[src/rtl/core/pal_pkg.sv]
// Shared types and constants for the positional array list unit.
// Used by pal_ctrl, pal_dpath and positional_array_list_unit; no dependencies.
`default_nettype none

package pal_pkg;

    localparam int MAX_ENTRIES = 32;
    localparam int DATA_W      = 32;
    localparam int ADDR_W      = $clog2(MAX_ENTRIES);
    localparam int CNT_W       = $clog2(MAX_ENTRIES + 1);
    localparam int POS_W       = 6;
    localparam int LIM_W       = 6;
    localparam int KIND_W      = 2;
    localparam int ST_W        = 2;

    localparam logic [KIND_W-1:0] KIND_READ   = 2'd0;
    localparam logic [KIND_W-1:0] KIND_MODIFY = 2'd1;
    localparam logic [KIND_W-1:0] KIND_INSERT = 2'd2;
    localparam logic [KIND_W-1:0] KIND_REMOVE = 2'd3;

    localparam logic [ST_W-1:0] ST_OK      = 2'd0;
    localparam logic [ST_W-1:0] ST_BAD_POS = 2'd1;
    localparam logic [ST_W-1:0] ST_FULL    = 2'd2;

    localparam logic [LIM_W-1:0] LIMIT_RESET = 6'd32;

    // Controller to datapath
    typedef struct packed {
        logic load_op;     // capture a new transaction
        logic decide;      // latch status
        logic rd_pos;      // read entry at position
        logic start_walk;  // set up the shift walk
        logic walk;        // advance the shift walk
        logic cap_rval;    // capture read data as result value
        logic wr_pos;      // write the new word at position
        logic cnt_inc;
        logic cnt_dec;
        logic res_load;    // load the output register
    } pal_cmd_t;

    // Datapath to controller
    typedef struct packed {
        logic [KIND_W-1:0] kind;
        logic              ok;
        logic              walk_done;
    } pal_stat_t;

endpackage

`default_nettype wire

[src/rtl/core/positional_array_list_unit.sv]
// Positional array list unit: an ordered list of signed 32-bit words, 1-based.
// Top level; instantiates pal_ctrl and pal_dpath, uses pal_pkg.
//
// Usage:
//   Input channel (in_valid/in_ready) carries kind, position and write_value:
//   read, modify, insert (later entries move up) or remove (later entries
//   move down). Output channel (out_valid/out_ready) returns one result per
//   transaction: read_value, status, entry_count, is_empty, is_full.
//   Config channel (cfg_valid/cfg_ready, always ready) writes capacity_limit;
//   write it only while no transaction is in flight.
// Timing:
//   One transaction at a time. Insert moves the entries at and above the
//   position up and remove moves the entries above it down, one per cycle;
//   input is ready again in the same cycle that the result appears.
// Reset:
//   The list is empty and capacity_limit returns to 32; no clearing pass.
// Stall:
//   A result waits in the output register; the next transaction is accepted
//   and worked on, and holds before its result until the register is taken.
`default_nettype none

module positional_array_list_unit (
    input  wire                               clk,
    input  wire                               rst_n,
    input  wire                               in_valid,
    output logic                              in_ready,
    input  wire [pal_pkg::KIND_W-1:0]         kind,
    input  wire [pal_pkg::POS_W-1:0]          position,
    input  wire signed [pal_pkg::DATA_W-1:0]  write_value,
    output logic                              out_valid,
    input  wire                               out_ready,
    output logic signed [pal_pkg::DATA_W-1:0] read_value,
    output logic [pal_pkg::ST_W-1:0]          status,
    output logic [pal_pkg::CNT_W-1:0]         entry_count,
    output logic                              is_empty,
    output logic                              is_full,
    input  wire                               cfg_valid,
    output logic                              cfg_ready,
    input  wire [pal_pkg::LIM_W-1:0]          capacity_limit
);

    pal_pkg::pal_cmd_t  cmd;
    pal_pkg::pal_stat_t stat;

    assign cfg_ready = 1'b1;

    pal_ctrl u_ctrl (
        .clk       (clk),
        .rst_n     (rst_n),
        .in_valid  (in_valid),
        .in_ready  (in_ready),
        .out_valid (out_valid),
        .out_ready (out_ready),
        .stat      (stat),
        .cmd       (cmd)
    );

    pal_dpath u_dpath (
        .clk            (clk),
        .rst_n          (rst_n),
        .cmd            (cmd),
        .stat           (stat),
        .kind           (kind),
        .position       (position),
        .write_value    (write_value),
        .cfg_valid      (cfg_valid),
        .capacity_limit (capacity_limit),
        .read_value     (read_value),
        .status         (status),
        .entry_count    (entry_count),
        .is_empty       (is_empty),
        .is_full        (is_full)
    );

endmodule

`default_nettype wire

[src/rtl/core/pal_dpath.sv]
// Datapath of the positional array list: entry memory, count, limit, shift walk.
// Depends on pal_pkg.
`default_nettype none

module pal_dpath (
    input  wire                              clk,
    input  wire                              rst_n,
    input  wire pal_pkg::pal_cmd_t           cmd,
    output pal_pkg::pal_stat_t               stat,
    input  wire [pal_pkg::KIND_W-1:0]        kind,
    input  wire [pal_pkg::POS_W-1:0]         position,
    input  wire signed [pal_pkg::DATA_W-1:0] write_value,
    input  wire                              cfg_valid,
    input  wire [pal_pkg::LIM_W-1:0]         capacity_limit,
    output logic signed [pal_pkg::DATA_W-1:0] read_value,
    output logic [pal_pkg::ST_W-1:0]         status,
    output logic [pal_pkg::CNT_W-1:0]        entry_count,
    output logic                             is_empty,
    output logic                             is_full
);

    logic [pal_pkg::DATA_W-1:0] mem [pal_pkg::MAX_ENTRIES];

    logic [pal_pkg::KIND_W-1:0] op_kind_reg;
    logic [pal_pkg::POS_W-1:0]  op_pos_reg;
    logic [pal_pkg::DATA_W-1:0] op_wval_reg;
    logic [pal_pkg::CNT_W-1:0]  count_reg;
    logic [pal_pkg::LIM_W-1:0]  limit_reg;
    logic [pal_pkg::ST_W-1:0]   st_reg;
    logic [pal_pkg::DATA_W-1:0] rval_reg;
    logic [pal_pkg::DATA_W-1:0] rdata_reg;
    logic [pal_pkg::ADDR_W-1:0] src_reg;
    logic [pal_pkg::ADDR_W-1:0] dst_reg;
    logic [pal_pkg::CNT_W-1:0]  moves_reg;
    logic                       pend_reg;

    logic [pal_pkg::LIM_W-1:0]  lim;
    logic [pal_pkg::ST_W-1:0]   st_next;
    logic [pal_pkg::ADDR_W-1:0] pos_m1;
    logic [pal_pkg::ADDR_W-1:0] rd_addr;
    logic                       is_ins;
    logic                       issue;
    logic                       wr_en;
    logic [pal_pkg::ADDR_W-1:0] wr_addr;
    logic [pal_pkg::DATA_W-1:0] wr_data;
    logic [pal_pkg::POS_W:0]    pos_x;
    logic [pal_pkg::POS_W:0]    cnt_x;

    always_comb
    begin
        if (limit_reg > pal_pkg::LIM_W'(pal_pkg::MAX_ENTRIES))
            lim = pal_pkg::LIM_W'(pal_pkg::MAX_ENTRIES);
        else
            lim = limit_reg;
    end

    assign pos_x  = {1'b0, op_pos_reg};
    assign cnt_x  = (pal_pkg::POS_W + 1)'(count_reg);
    assign pos_m1 = pal_pkg::ADDR_W'(op_pos_reg - 1'b1);
    assign is_ins = (op_kind_reg == pal_pkg::KIND_INSERT);

    always_comb
    begin
        st_next = pal_pkg::ST_OK;
        if (is_ins)
        begin
            if ((pal_pkg::POS_W + 1)'(count_reg) >= (pal_pkg::POS_W + 1)'(lim))
                st_next = pal_pkg::ST_FULL;
            else if (op_pos_reg == '0 || pos_x > cnt_x + 1'b1)
                st_next = pal_pkg::ST_BAD_POS;
        end
        else if (op_pos_reg == '0 || pos_x > cnt_x)
            st_next = pal_pkg::ST_BAD_POS;
    end

    assign stat.kind      = op_kind_reg;
    assign stat.ok        = (st_next == pal_pkg::ST_OK);
    assign stat.walk_done = (moves_reg == '0) && !pend_reg;

    // Walk issues one read per cycle and writes the previous read one slot over
    assign issue   = cmd.walk && (moves_reg != '0);
    assign rd_addr = cmd.rd_pos ? pos_m1 : src_reg;

    always_comb
    begin
        wr_en   = 1'b0;
        wr_addr = dst_reg;
        wr_data = rdata_reg;
        if (cmd.wr_pos)
        begin
            wr_en   = 1'b1;
            wr_addr = pos_m1;
            wr_data = op_wval_reg;
        end
        else if (cmd.walk && pend_reg)
            wr_en = 1'b1;
    end

    always_ff @(posedge clk)
    begin
        if (wr_en)
            mem[wr_addr] <= wr_data;
        rdata_reg <= mem[rd_addr];
    end

    // Operand and result payload
    always_ff @(posedge clk)
    begin
        if (cmd.load_op)
        begin
            op_kind_reg <= kind;
            op_pos_reg  <= position;
            op_wval_reg <= write_value;
            rval_reg    <= '0;
        end
        if (cmd.decide)
            st_reg <= st_next;
        if (cmd.cap_rval)
            rval_reg <= rdata_reg;
        if (cmd.start_walk)
        begin
            if (is_ins)
                src_reg <= pal_pkg::ADDR_W'(count_reg - 1'b1);
            else
                src_reg <= pal_pkg::ADDR_W'(op_pos_reg);
        end
        else if (issue)
        begin
            src_reg <= is_ins ? src_reg - 1'b1 : src_reg + 1'b1;
            dst_reg <= is_ins ? src_reg + 1'b1 : src_reg - 1'b1;
        end
        if (cmd.res_load)
        begin
            read_value  <= rval_reg;
            status      <= st_reg;
            entry_count <= count_reg;
            is_empty    <= (count_reg == '0);
            is_full     <= ((pal_pkg::POS_W + 1)'(count_reg)
                            >= (pal_pkg::POS_W + 1)'(lim));
        end
    end

    always_ff @(posedge clk or negedge rst_n)
    begin
        if (!rst_n)
        begin
            count_reg <= '0;
            limit_reg <= pal_pkg::LIMIT_RESET;
            pend_reg  <= 1'b0;
            moves_reg <= '0;
        end
        else
        begin
            if (cfg_valid)
                limit_reg <= capacity_limit;
            if (cmd.cnt_inc)
                count_reg <= count_reg + 1'b1;
            else if (cmd.cnt_dec)
                count_reg <= count_reg - 1'b1;
            if (cmd.start_walk)
                pend_reg <= 1'b0;
            else if (cmd.walk)
                pend_reg <= issue;
            if (cmd.start_walk)
            begin
                if (is_ins)
                    moves_reg <= pal_pkg::CNT_W'(cnt_x - pos_x + 1'b1);
                else
                    moves_reg <= pal_pkg::CNT_W'(cnt_x - pos_x);
            end
            else if (issue)
                moves_reg <= moves_reg - 1'b1;
        end
    end

    a_count_step: assert property (@(posedge clk) disable iff (!rst_n)
        count_reg != $past(count_reg) |->
            (count_reg == $past(count_reg) + 1'b1 || count_reg == $past(count_reg) - 1'b1))
        else $error("entry count moved by more than one");

    a_count_bound: assert property (@(posedge clk) disable iff (!rst_n)
        cmd.cnt_inc |-> st_reg == pal_pkg::ST_OK && is_ins && count_reg < lim)
        else $error("count raised on a refused insert");

    a_write_conflict: assert property (@(posedge clk) disable iff (!rst_n)
        cmd.wr_pos |-> !pend_reg && moves_reg == '0)
        else $error("position write collides with shift walk");

    a_walk_ends: assert property (@(posedge clk) disable iff (!rst_n)
        cmd.res_load |-> moves_reg == '0 && !pend_reg)
        else $error("result loaded before shift walk finished");

endmodule

`default_nettype wire

[src/rtl/core/pal_ctrl.sv]
// Controller of the positional array list: sequences one transaction at a time.
// Depends on pal_pkg; drives pal_dpath through pal_cmd_t.
`default_nettype none

module pal_ctrl (
    input  wire                    clk,
    input  wire                    rst_n,
    input  wire                    in_valid,
    output logic                   in_ready,
    output logic                   out_valid,
    input  wire                    out_ready,
    input  wire pal_pkg::pal_stat_t stat,
    output pal_pkg::pal_cmd_t      cmd
);

    localparam logic [2:0] S_IDLE   = 3'd0;
    localparam logic [2:0] S_DECIDE = 3'd1;
    localparam logic [2:0] S_RD_CAP = 3'd2;
    localparam logic [2:0] S_WALK   = 3'd3;
    localparam logic [2:0] S_FINISH = 3'd4;

    logic [2:0] state_reg;
    logic [2:0] state_next;
    logic       out_valid_reg;
    logic       out_valid_next;

    assign in_ready  = (state_reg == S_IDLE);
    assign out_valid = out_valid_reg;

    always_comb
    begin
        cmd            = '0;
        state_next     = state_reg;
        out_valid_next = out_valid_reg && !out_ready;
        case (state_reg)
            S_IDLE:
            begin
                if (in_valid)
                begin
                    cmd.load_op = 1'b1;
                    state_next  = S_DECIDE;
                end
            end
            S_DECIDE:
            begin
                cmd.decide = 1'b1;
                if (!stat.ok)
                    state_next = S_FINISH;
                else
                begin
                    case (stat.kind)
                        pal_pkg::KIND_READ:
                        begin
                            cmd.rd_pos = 1'b1;
                            state_next = S_RD_CAP;
                        end
                        pal_pkg::KIND_MODIFY:
                        begin
                            cmd.wr_pos = 1'b1;
                            state_next = S_FINISH;
                        end
                        pal_pkg::KIND_INSERT:
                        begin
                            cmd.start_walk = 1'b1;
                            state_next     = S_WALK;
                        end
                        pal_pkg::KIND_REMOVE:
                        begin
                            cmd.rd_pos     = 1'b1;
                            cmd.start_walk = 1'b1;
                            state_next     = S_RD_CAP;
                        end
                        default:
                            state_next = S_FINISH;
                    endcase
                end
            end
            S_RD_CAP:
            begin
                cmd.cap_rval = 1'b1;
                state_next   = (stat.kind == pal_pkg::KIND_REMOVE) ? S_WALK : S_FINISH;
            end
            S_WALK:
            begin
                cmd.walk = 1'b1;
                if (stat.walk_done)
                begin
                    // place the new word once every entry above it has moved
                    if (stat.kind == pal_pkg::KIND_INSERT)
                    begin
                        cmd.wr_pos  = 1'b1;
                        cmd.cnt_inc = 1'b1;
                    end
                    else
                        cmd.cnt_dec = 1'b1;
                    state_next = S_FINISH;
                end
            end
            S_FINISH:
            begin
                // hold until the output register is free
                if (!out_valid_reg || out_ready)
                begin
                    cmd.res_load   = 1'b1;
                    out_valid_next = 1'b1;
                    state_next     = S_IDLE;
                end
            end
            default:
                state_next = S_IDLE;
        endcase
    end

    always_ff @(posedge clk or negedge rst_n)
    begin
        if (!rst_n)
        begin
            state_reg     <= S_IDLE;
            out_valid_reg <= 1'b0;
        end
        else
        begin
            state_reg     <= state_next;
            out_valid_reg <= out_valid_next;
        end
    end

    a_accept_decides: assert property (@(posedge clk) disable iff (!rst_n)
        in_valid && in_ready |=> state_reg == S_DECIDE)
        else $error("accepted transaction not evaluated");

    a_no_overwrite: assert property (@(posedge clk) disable iff (!rst_n)
        cmd.res_load |-> !out_valid_reg || out_ready)
        else $error("result register overwritten before it was taken");

    a_result_follows: assert property (@(posedge clk) disable iff (!rst_n)
        cmd.res_load |=> out_valid_reg && state_reg == S_IDLE)
        else $error("loaded result not presented");

endmodule

`default_nettype wire
[config.mk]
export PLATFORM = sky130hd
export DESIGN_NAME = positional_array_list_unit
export DESIGN_NICKNAME = d
export VERILOG_FILES = /design/src/rtl/core/pal_pkg.sv /design/src/rtl/core/positional_array_list_unit.sv /design/src/rtl/core/pal_dpath.sv /design/src/rtl/core/pal_ctrl.sv
export SDC_FILE = /design/constraint.sdc
export NUM_CORES = 2
export LEC_CHECK = 0
export BUFFER_PORTS_ARGS = -buffer_cell sky130_fd_sc_hd__buf_2
export CAP_MARGIN = 0
export CORE_UTILIZATION = 45
export CTS_CLUSTER_DIAMETER = 50
export DETAILED_ROUTE_END_ITERATION = 16
export PLACE_DENSITY = 0.61
export SYNTH_ARGS = -nofsm -noshare
export SYNTH_HDL_FRONTEND = slang
export SYNTH_SLANG_ARGS = --single-unit
[constraint.sdc]
create_clock -name clk -period 6.5 [get_ports clk]
set_input_delay 0.975 -clock clk [delete_from_list [all_inputs] [get_ports clk]]
set_output_delay 0.975 -clock clk [all_outputs]
set_load 0.03 [all_outputs]
==> results by group, run 1 <==
Run status
  • Run status: finished clean

Drt
  • Via/cell ratio: 6.45
  • Final wirelength: 148 mm
  • Detailed Route Iter0 Violations: 4893
  • # DRC: 0
  • Met2 routed WL: 67.1 mm
  • Met3 WL: 14.3 mm
  • Top Metal Used: met5
  • Vias: 33329
  • Pre-antenna DRT Iters: 6
  • Final ANT Viol Nets: 0
  • WL/cell: 28.6 um
  • Detailed-route wire length on metal 1: 61.6 mm

Die
  • Core Area: 108000 um2
  • Die area: 111000 um2
  • Number of placed I/O pins: 96
  • Die outline width: 333 um
  • Initial core utilization: 45.7%
  • Height of the die: 333 um
  • Site Rows: 120

Yosys
  • Number of synthesized register bits: 1205
  • Post-synthesis cell type with the largest combined area: sky130_fd_sc_hd__edfxtp_1
  • EDFF count, synth: 1150
  • Cells taking the most area after synthesis: sky130_fd_sc_hd__edfxtp_1 (70%), sky130_fd_sc_hd__nand3_1 (11%), sky130_fd_sc_hd__o21ai_0 (5.4%), sky130_fd_sc_hd__a41oi_1 (1.8%), sky130_fd_sc_hd__clkbuf_1 (1.7%)
  • Post-synthesis cell type count: 64
  • Netlist area before placement: 49200 um2
  • Portion of the post-synthesis area used by sequential elements: 72.6%
  • Nets in the synthesized netlist: 3734
  • Commonest register cell after synthesis: sky130_fd_sc_hd__edfxtp_1
  • Average instance area after synthesis: 13.5 um2
  • Post-Syn Instances: 3651
  • Share of Yosys cell area claimed by the top area cell type: 70.1%
  • Yosys warnings: 0
  • Share of synthesized flip-flops with an asynchronous set or reset: 1.91%

Global routing
  • Initial antenna violation count: 7
  • Vias in the first global route: 31656
  • Overall fraction of global-route tracks in use: 26.4%
  • Global-route wire length before repair: 217 mm
  • Largest net degree at the start of global routing: 167
  • Global-route congestion overflow total: 0

STA
  • F_max: 188 MHz
  • Setup ws final: 1.18 ns
  • Worst rel slew slack: 5.54%
  • Final setup viols: 0
  • Fin Clk Skew: 0.0356 ns
  • Count of final max-slew check failures: 0
  • Post-Route Setup TNS: 0 ns
  • Unrepaired setup endpoints after global routing: no
  • Hold_ws: 0.237 ns
  • Final Hold Fails: 0
  • Post-route fraction of the period consumed by the critical path: 81.9%
  • Slew at the pin closest to its max-slew limit: 1.41 ns
  • Shortest clock period the worst path allows after layout: 5.32 ns

Clocking
  • Clock tree buffer depth: 3
  • CTS clk-pin slew, worst paths: 0.06 ns
  • CTS H-tree depth: 4
  • Number of hold buffers added after cts: 0
  • Number of buffers added for setup after CTS: 0
  • Latest clock arrival within the worst-skew pair: 0.74 ns
  • Total clock buffers created by CTS: 134
  • TritonCTS clock tree: built
  • Sink count of the clock tree: 1205
  • CTS resizes: 0
  • Library cell used as clock root buffer: sky130_fd_sc_hd__clkbuf_16

Placement
  • Final weighted congestion in routability-driven placement: 0.842
  • Placed instance count: 4929
  • Number of buffers added on ports: 94
  • HPWL reported at the end of detailed placement: 80.0 mm
  • Pre-CTS WS: 1.27 ns

Finish
  • Flip-flop count of the largest register after layout: 1024
  • Fraction of final layout cells sized beyond drive strength 1: 13.7%
  • Diode insertion count for antenna repair: 0
  • Count of filler cells inserted in the layout: 9032
  • Layout overhead on the synthesized area: 13.5%
  • Total number of nets in the final design: 3745
  • Number of standard cells in the final layout excluding fillers: 5171
  • Biggest register: u_dpath.mem

Min path
  • Class of the tightest hold or removal check: in2async

Power
  • Overall power: 22.4 mW
  • IR drop worst, VDD: 0.287 mV
  • Sequential fraction of design power: 46.7%
  • Clk network pwr share: 32.7%
  • Internal cell power: 15.4 mW
  • Net Sw Frac: 31.3%
  • Leakage power: 17.6 nW
  • Net switching power of the design: 6.99 mW
  • Power per unit of standard cell area: 400 nW/um2
  • Part of the total power dissipated in combinational logic: 20.6%

Worst setup path
  • Worst Path Required: 6.87 ns
  • Cell with the biggest individual delay on the critical path: sky130_fd_sc_hd__nor2_4
  • Kind of cell adding the most delay to the critical path: simple AND/OR/NAND/NOR gates
  • Critical Path Max Stage Delay: 0.72 ns
  • Class of the most critical setup path: reg2reg
  • Cell-by-cell listing of the critical path: and3_1 -> nand3_1 -> xor2_1 -> ha_1 -> nand3_1 -> o21ai_0 -> a211o_1 -> and4_1 -> a32oi_4 -> buf_4 -> a31oi_1 -> nor2_4 -> buf_4
  • Largest fanout on the critical path: 26
  • Crit end category: flip-flop
  • Count of buffer and inverter cells on the critical path: 2
  • Crit path arrival time: 5.69 ns
  • Launching element type of the critical path: flip-flop

Flow run
  • Count of max-cap constraint violations: 0
-- metal layers --
metal	track usage (%)	vias to the layer above
met4	9.45	10
met1	38.5	16903
met3	4.70	279
met5	0	-
met2	39.7	1883
li1	-	14254
-- cell usage after synthesis (4+ instances only) --
cell type and number:
sky130_fd_sc_hd__a2111oi_2 31, sky130_fd_sc_hd__a21o_1 4, sky130_fd_sc_hd__a21oi_1 14, sky130_fd_sc_hd__a31oi_1 11, sky130_fd_sc_hd__a32oi_1 4, sky130_fd_sc_hd__a41oi_1 99
sky130_fd_sc_hd__and2_1 33, sky130_fd_sc_hd__and3_1 8, sky130_fd_sc_hd__buf_1 14, sky130_fd_sc_hd__buf_2 84, sky130_fd_sc_hd__clkbuf_1 225, sky130_fd_sc_hd__dfrtp_1 22
sky130_fd_sc_hd__dfxtp_1 32, sky130_fd_sc_hd__edfxtp_1 1150, sky130_fd_sc_hd__ha_1 31, sky130_fd_sc_hd__inv_1 25, sky130_fd_sc_hd__mux2_2 38, sky130_fd_sc_hd__mux2i_1 12
sky130_fd_sc_hd__nand2_1 36, sky130_fd_sc_hd__nand2b_1 7, sky130_fd_sc_hd__nand3_1 1036, sky130_fd_sc_hd__nand4_1 35, sky130_fd_sc_hd__nor2_1 58, sky130_fd_sc_hd__nor2b_1 5
sky130_fd_sc_hd__nor3_1 13, sky130_fd_sc_hd__nor3b_1 5, sky130_fd_sc_hd__o21ai_0 532, sky130_fd_sc_hd__o32a_1 4, sky130_fd_sc_hd__xnor2_1 19, sky130_fd_sc_hd__xor2_1 12
-- layout by cell type, fill, tap and decap left out, drive strengths merged, types with 5 or more instances in the layout --
| cell | count |
|---|---|
| a2111oi | 32 |
| a21oi | 14 |
| a31oi | 13 |
| a41oi | 99 |
| and2 | 33 |
| and3 | 8 |
| buf | 199 |
| clkbuf | 184 |
| clkinv | 44 |
| clkinvlp | 5 |
| dfrtp | 22 |
| dfxtp | 32 |
| edfxtp | 1150 |
| ha | 31 |
| inv | 31 |
| mux2 | 38 |
| mux2i | 12 |
| nand2 | 36 |
| nand2b | 7 |
| nand3 | 1036 |
| nand4 | 35 |
| nor2 | 58 |
| nor2b | 5 |
| nor3 | 13 |
| nor3b | 5 |
| o21ai | 533 |
| xnor2 | 19 |
| xor2 | 12 |
-- worst reg2reg max path, delay by kind of cell (launching register included) --
| kind | cells | cell delay [ns] |
|---|---|---|
| buf+inv | 2 | 0.98 |
| compound gates | 4 | 1.38 |
| xor+xnor | 1 | 0.22 |
| fa+ha+maj | 1 | 0.28 |
| simple gates | 5 | 1.44 |
| flops | 1 | 0.66 |
-- area by class of cell --
type / instances / area, um2 / share of cell area [%]
Clock buffer: 184 / 3750 / 6.72
Clock inverter: 58 / 494 / 0.884
Inverter: 26 / 97.6 / 0.175
Multi-Input combinational cell: 2096 / 12400 / 22.3
Sequential cell: 1205 / 35800 / 63.9
Tap cell: 1403 / 1760 / 3.14
Timing Repair Buffer: 199 / 1610 / 2.88
-- kinds of logic after synthesis --
family                   synth area share [%]
flip-flops                               72.6
AO/OA/AOI/OAI                            9.17
buffers and inverters                    2.89
other                                 0.00761
multiplexers                             1.11
XOR/XNOR                                0.551
adder cells (fa/ha/maj)                 0.828
AND/OR/NAND/NOR                          12.8
-- power groups by stage --
stage	logic [mW]	clock network (mW)	registers (mW)
floorplan	2.81	0	10.4
global placement	4.53	0	10.6
detailed placement	4.56	0	10.6
CTS	4.57	7.39	10.4
global route	4.96	7.68	10.5
finish	4.61	7.30	10.4
-- worst paths after layout --
| path | slack (ns) | from | depth (start not counted) | end |
|---|---|---|---|---|
| max in group asynchronous | 5.86 | rst_n | 1 | u_dpath.count_reg[1]$_DFFE_PN0P_ |
| hold reg to reg | 0.42 | u_dpath.rval_reg[20]$_SDFFCE_PN0P_ | 0 | u_dpath.read_value[20]$_DFFE_PP_ |
| min in group clk | 0.41 | write_value[9] | 1 | u_dpath.op_wval_reg[9]$_DFFE_PP_ |
| setup reg to reg | 1.18 | u_dpath.count_reg[2]$_DFFE_PN0P_ | 13 | u_dpath.mem[16][23]$_DFFE_PP_ |
| setup / recovery | 1.18 | u_dpath.count_reg[2]$_DFFE_PN0P_ | 13 | u_dpath.mem[16][23]$_DFFE_PP_ |
| hold / removal | 0.24 | rst_n | 1 | u_ctrl.state_reg[1]$_DFFE_PN0P_ |
-- through the flow --
stage               util [%]  area, um2
finish                  51.9      55900
floorplan                  -      49200
global placement        47.9      51700
detailed placement      47.9      51700
CTS                     51.9      55900
global route            51.9      55900
(Power assumes the default switching activity.)
==> inputs of run 2 (changes only) <==
ABC_AREA = 1   (was not set)
clock period = 5.38 ns   (was 6.5 ns; I/O delays follow)
==> results by group, run 2 <==
Clocking
  • Library cell used as clock root buffer: sky130_fd_sc_hd__clkbuf_16
  • CTS H-tree depth: 4
  • Sink count of the clock tree: 1205
  • CTS resizes: 0
  • TritonCTS clock tree: built
  • Number of hold buffers added after cts: 0
  • Total clock buffers created by CTS: 136
  • Latest clock arrival within the worst-skew pair: 0.76 ns
  • Number of buffers added for setup after CTS: 0
  • Clock tree buffer depth: 3
  • CTS clk-pin slew, worst paths: 0.06 ns

STA
  • Slew at the pin closest to its max-slew limit: 1.14 ns
  • Final setup viols: 0
  • Unrepaired setup endpoints after global routing: no
  • Count of final max-slew check failures: 0
  • Worst rel slew slack: 23.4%
  • Hold_ws: 0.0786 ns
  • Final Hold Fails: 0
  • Fin Clk Skew: 0.0307 ns
  • Shortest clock period the worst path allows after layout: 4.60 ns
  • Post-Route Setup TNS: 0 ns
  • Post-route fraction of the period consumed by the critical path: 85.6%
  • F_max: 217 MHz

Power
  • Leakage power: 25.5 nW
  • Net Sw Frac: 34.3%
  • Clk network pwr share: 30.2%
  • Sequential fraction of design power: 42.4%
  • Power per unit of standard cell area: 492 nW/um2
  • IR drop worst, VDD: 0.340 mV
  • Part of the total power dissipated in combinational logic: 27.3%
  • Net switching power of the design: 10.1 mW
  • Overall power: 29.5 mW
  • Internal cell power: 19.4 mW

Global routing
  • Overall fraction of global-route tracks in use: 24.2%
  • Met1 track demand over resource in global routing: 33.1%
  • Met2 track utilization from global routing: 39.5%
  • Initial antenna violation count: 3
  • Largest net degree at the start of global routing: 129
  • Vias in the first global route: 33753
  • Layer carrying the most global-route usage: met2
  • Global-route wire length before repair: 213 mm
  • M3 GR Usage: 3.98%
  • Global-route congestion overflow total: 0

Drt
  • Final wirelength: 142 mm
  • # DRC: 0
  • Final ANT Viol Nets: 0
  • Via/cell ratio: 5.18
  • Detailed Route Iter0 Violations: 3561
  • WL/cell: 20.9 um
  • Vias: 35089
  • Pre-antenna DRT Iters: 5

Die
  • Number of placed I/O pins: 96
  • Core Area: 115000 um2
  • Site Rows: 124
  • Initial core utilization: 45.6%
  • Height of the die: 343 um
  • Die outline width: 343 um
  • Die area: 118000 um2

Yosys
  • Number of synthesized register bits: 1205
  • Post-synthesis cell type count: 41
  • Most used standard cell by instance count after synthesis: sky130_fd_sc_hd__nand2_1
  • EDFF count, synth: 1150
  • Commonest register cell after synthesis: sky130_fd_sc_hd__edfxtp_1
  • Cells taking the most area after synthesis: sky130_fd_sc_hd__edfxtp_1 (66%), sky130_fd_sc_hd__nand3_1 (9.1%), sky130_fd_sc_hd__nand2_1 (8.7%), sky130_fd_sc_hd__inv_1 (7.6%), sky130_fd_sc_hd__buf_2 (1.6%)
  • Post-synthesis cell type with the largest combined area: sky130_fd_sc_hd__edfxtp_1
  • Netlist area before placement: 52500 um2
  • Portion of the post-synthesis area used by sequential elements: 68.1%
  • Most frequent cells after synthesis: sky130_fd_sc_hd__nand2_1 (1222), sky130_fd_sc_hd__edfxtp_1 (1150), sky130_fd_sc_hd__inv_1 (1062), sky130_fd_sc_hd__nand3_1 (952), sky130_fd_sc_hd__buf_2 (166)
  • Yosys warnings: 0
  • Share of synthesized flip-flops with an asynchronous set or reset: 1.91%
  • Nets in the synthesized netlist: 5114
  • Post-Syn Instances: 5031
  • Average instance area after synthesis: 10.4 um2
  • Share of Yosys cell area claimed by the top area cell type: 65.8%

Finish
  • Highest-count cells in the layout ignoring fill and taps: sky130_fd_sc_hd__nand2_1 (1220), sky130_fd_sc_hd__edfxtp_1 (1150), sky130_fd_sc_hd__inv_1 (1060)
  • Fraction of final layout cells sized beyond drive strength 1: 9.77%
  • Biggest register: u_dpath.mem
  • Commonest non-fill, non-tap cell in the layout: sky130_fd_sc_hd__nand2_1
  • Total number of nets in the final design: 5239
  • Layout overhead on the synthesized area: 14.3%
  • Flip-flop count of the largest register after layout: 1024

Run status
  • Run status: finished clean

Worst setup path
  • Crit end category: flip-flop
  • Launching element type of the critical path: flip-flop
  • Crit path arrival time: 5.19 ns
  • Worst Path Required: 5.96 ns
  • Largest fanout on the critical path: 71
  • Class of the most critical setup path: reg2reg

Flow run
  • Count of max-cap constraint violations: 0

Placement
  • Number of buffers added on ports: 94
  • HPWL reported at the end of detailed placement: 82.2 mm
  • Final weighted congestion in routability-driven placement: 0.856

Min path
  • Class of the tightest hold or removal check: in2async
-- run 2: changes by cell type after synthesis, moves of 84 or more --
| cell | delta |
|---|---|
| sky130_fd_sc_hd__nand2_1 | +1186 |
| sky130_fd_sc_hd__clkbuf_1 | -171 |
| sky130_fd_sc_hd__o21ai_0 | -472 |
| sky130_fd_sc_hd__a41oi_1 | -99 |
| sky130_fd_sc_hd__nand3_1 | -84 |
| sky130_fd_sc_hd__inv_1 | +1037 |
-- run 2: cells by family (layout without fill, tap and decap cells) --
family                   after synthesis  after routing  synth area share [%]
multiplexers                           3              3                0.0644
flip-flops                          1205           1205                  68.1
AND/OR/NAND/NOR                     2361           2361                  19.8
other                                  1              2               0.00715
AO/OA/AOI/OAI                         92             92                 0.975
adder cells (fa/ha/maj)               32             32                 0.777
buffers and inverters               1309           1539                  9.82
XOR/XNOR                              28             28                 0.467
-- run 2: path summary, 6_finish.rpt --
path	depth (start not counted)	to	slack, ns	startpoint
max	22	u_dpath.rdata_reg[16]$_DFF_P_	0.78	u_dpath.count_reg[1]$_DFFE_PN0P_
min	1	u_dpath.count_reg[2]$_DFFE_PN0P_	0.08	rst_n
max reg2reg	22	u_dpath.rdata_reg[16]$_DFF_P_	0.78	u_dpath.count_reg[1]$_DFFE_PN0P_
min reg2reg	0	u_dpath.status[1]$_DFFE_PP_	0.41	u_dpath.st_reg[1]$_DFFE_PP_
max in group asynchronous	1	u_ctrl.state_reg[2]$_DFFE_PN0P_	4.87	rst_n
min in group clk	1	u_dpath.op_wval_reg[0]$_DFFE_PP_	0.23	write_value[0]
-- run 2: power by group through the flow --
stage / sequential, mW / clock, mW / combinational, mW
3_5_place_dp: 12.7 / 0 / 8.03
2_1_floorplan: 12.8 / 0 / 4.64
3_3_place_gp: 12.7 / 0 / 7.96
5_1_grt: 12.6 / 9.43 / 8.77
4_1_cts: 12.5 / 9.08 / 8.06
6_report: 12.5 / 8.93 / 8.08
-- run 2: layer usage --
layer | vias to the layer above | part of all wire (%)
met5 | - | 0.0042
li1 | 16570 | -
met2 | 1303 | 47
met3 | 241 | 7.5
met4 | 2 | 2.7
met1 | 16973 | 42
-- run 2: worst max-delay path: stages, from the launching register on --
cell                      delay (ns)
sky130_fd_sc_hd__dfrtp_1        0.53
sky130_fd_sc_hd__ha_1           0.26
sky130_fd_sc_hd__nand2_1        0.10
sky130_fd_sc_hd__o21ai_0        0.20
sky130_fd_sc_hd__o21ai_0        0.15
sky130_fd_sc_hd__ha_1           0.32
sky130_fd_sc_hd__nand2_1        0.07
sky130_fd_sc_hd__nor3_1         0.18
sky130_fd_sc_hd__nor2_1         0.08
sky130_fd_sc_hd__nand2_1        0.09
sky130_fd_sc_hd__nand4_2        0.14
sky130_fd_sc_hd__nor2_4         0.39
sky130_fd_sc_hd__nand2_4        0.13
sky130_fd_sc_hd__nand2_8        0.48
sky130_fd_sc_hd__buf_12         0.30
sky130_fd_sc_hd__buf_4          0.25
sky130_fd_sc_hd__nand2_1        0.08
sky130_fd_sc_hd__nand3_1        0.07
sky130_fd_sc_hd__nand3_1        0.09
sky130_fd_sc_hd__nand3_1        0.12
sky130_fd_sc_hd__nand2_1        0.06
sky130_fd_sc_hd__nand2_1        0.14
sky130_fd_sc_hd__nand2_1        0.18
-- run 2: stage by stage --
stage / setup WS, ns / utilization, % / instances / area (um2)
after floorplan: 0.959 / - / 5031 / 52500
after global placement: 0.723 / 48.4 / 6530 / 55700
after detailed placement: 0.809 / 48.4 / 6530 / 55700
after CTS: 0.786 / 52.2 / 6773 / 60000
after global routing: 0.543 / 52.2 / 6773 / 60000
final: 0.776 / 52.2 / 6774 / 60000
-- run 2: final cells by class --
type,instances,area (um2)
diodes,1,2.50
multi-input cells,2517,12200
flip-flops and latches,1205,35800
clock inverters,64,543
well taps,1512,1890
clock buffers,179,3760
inverters,1065,4000
fillers,9987,55000
repair buffers,231,1850
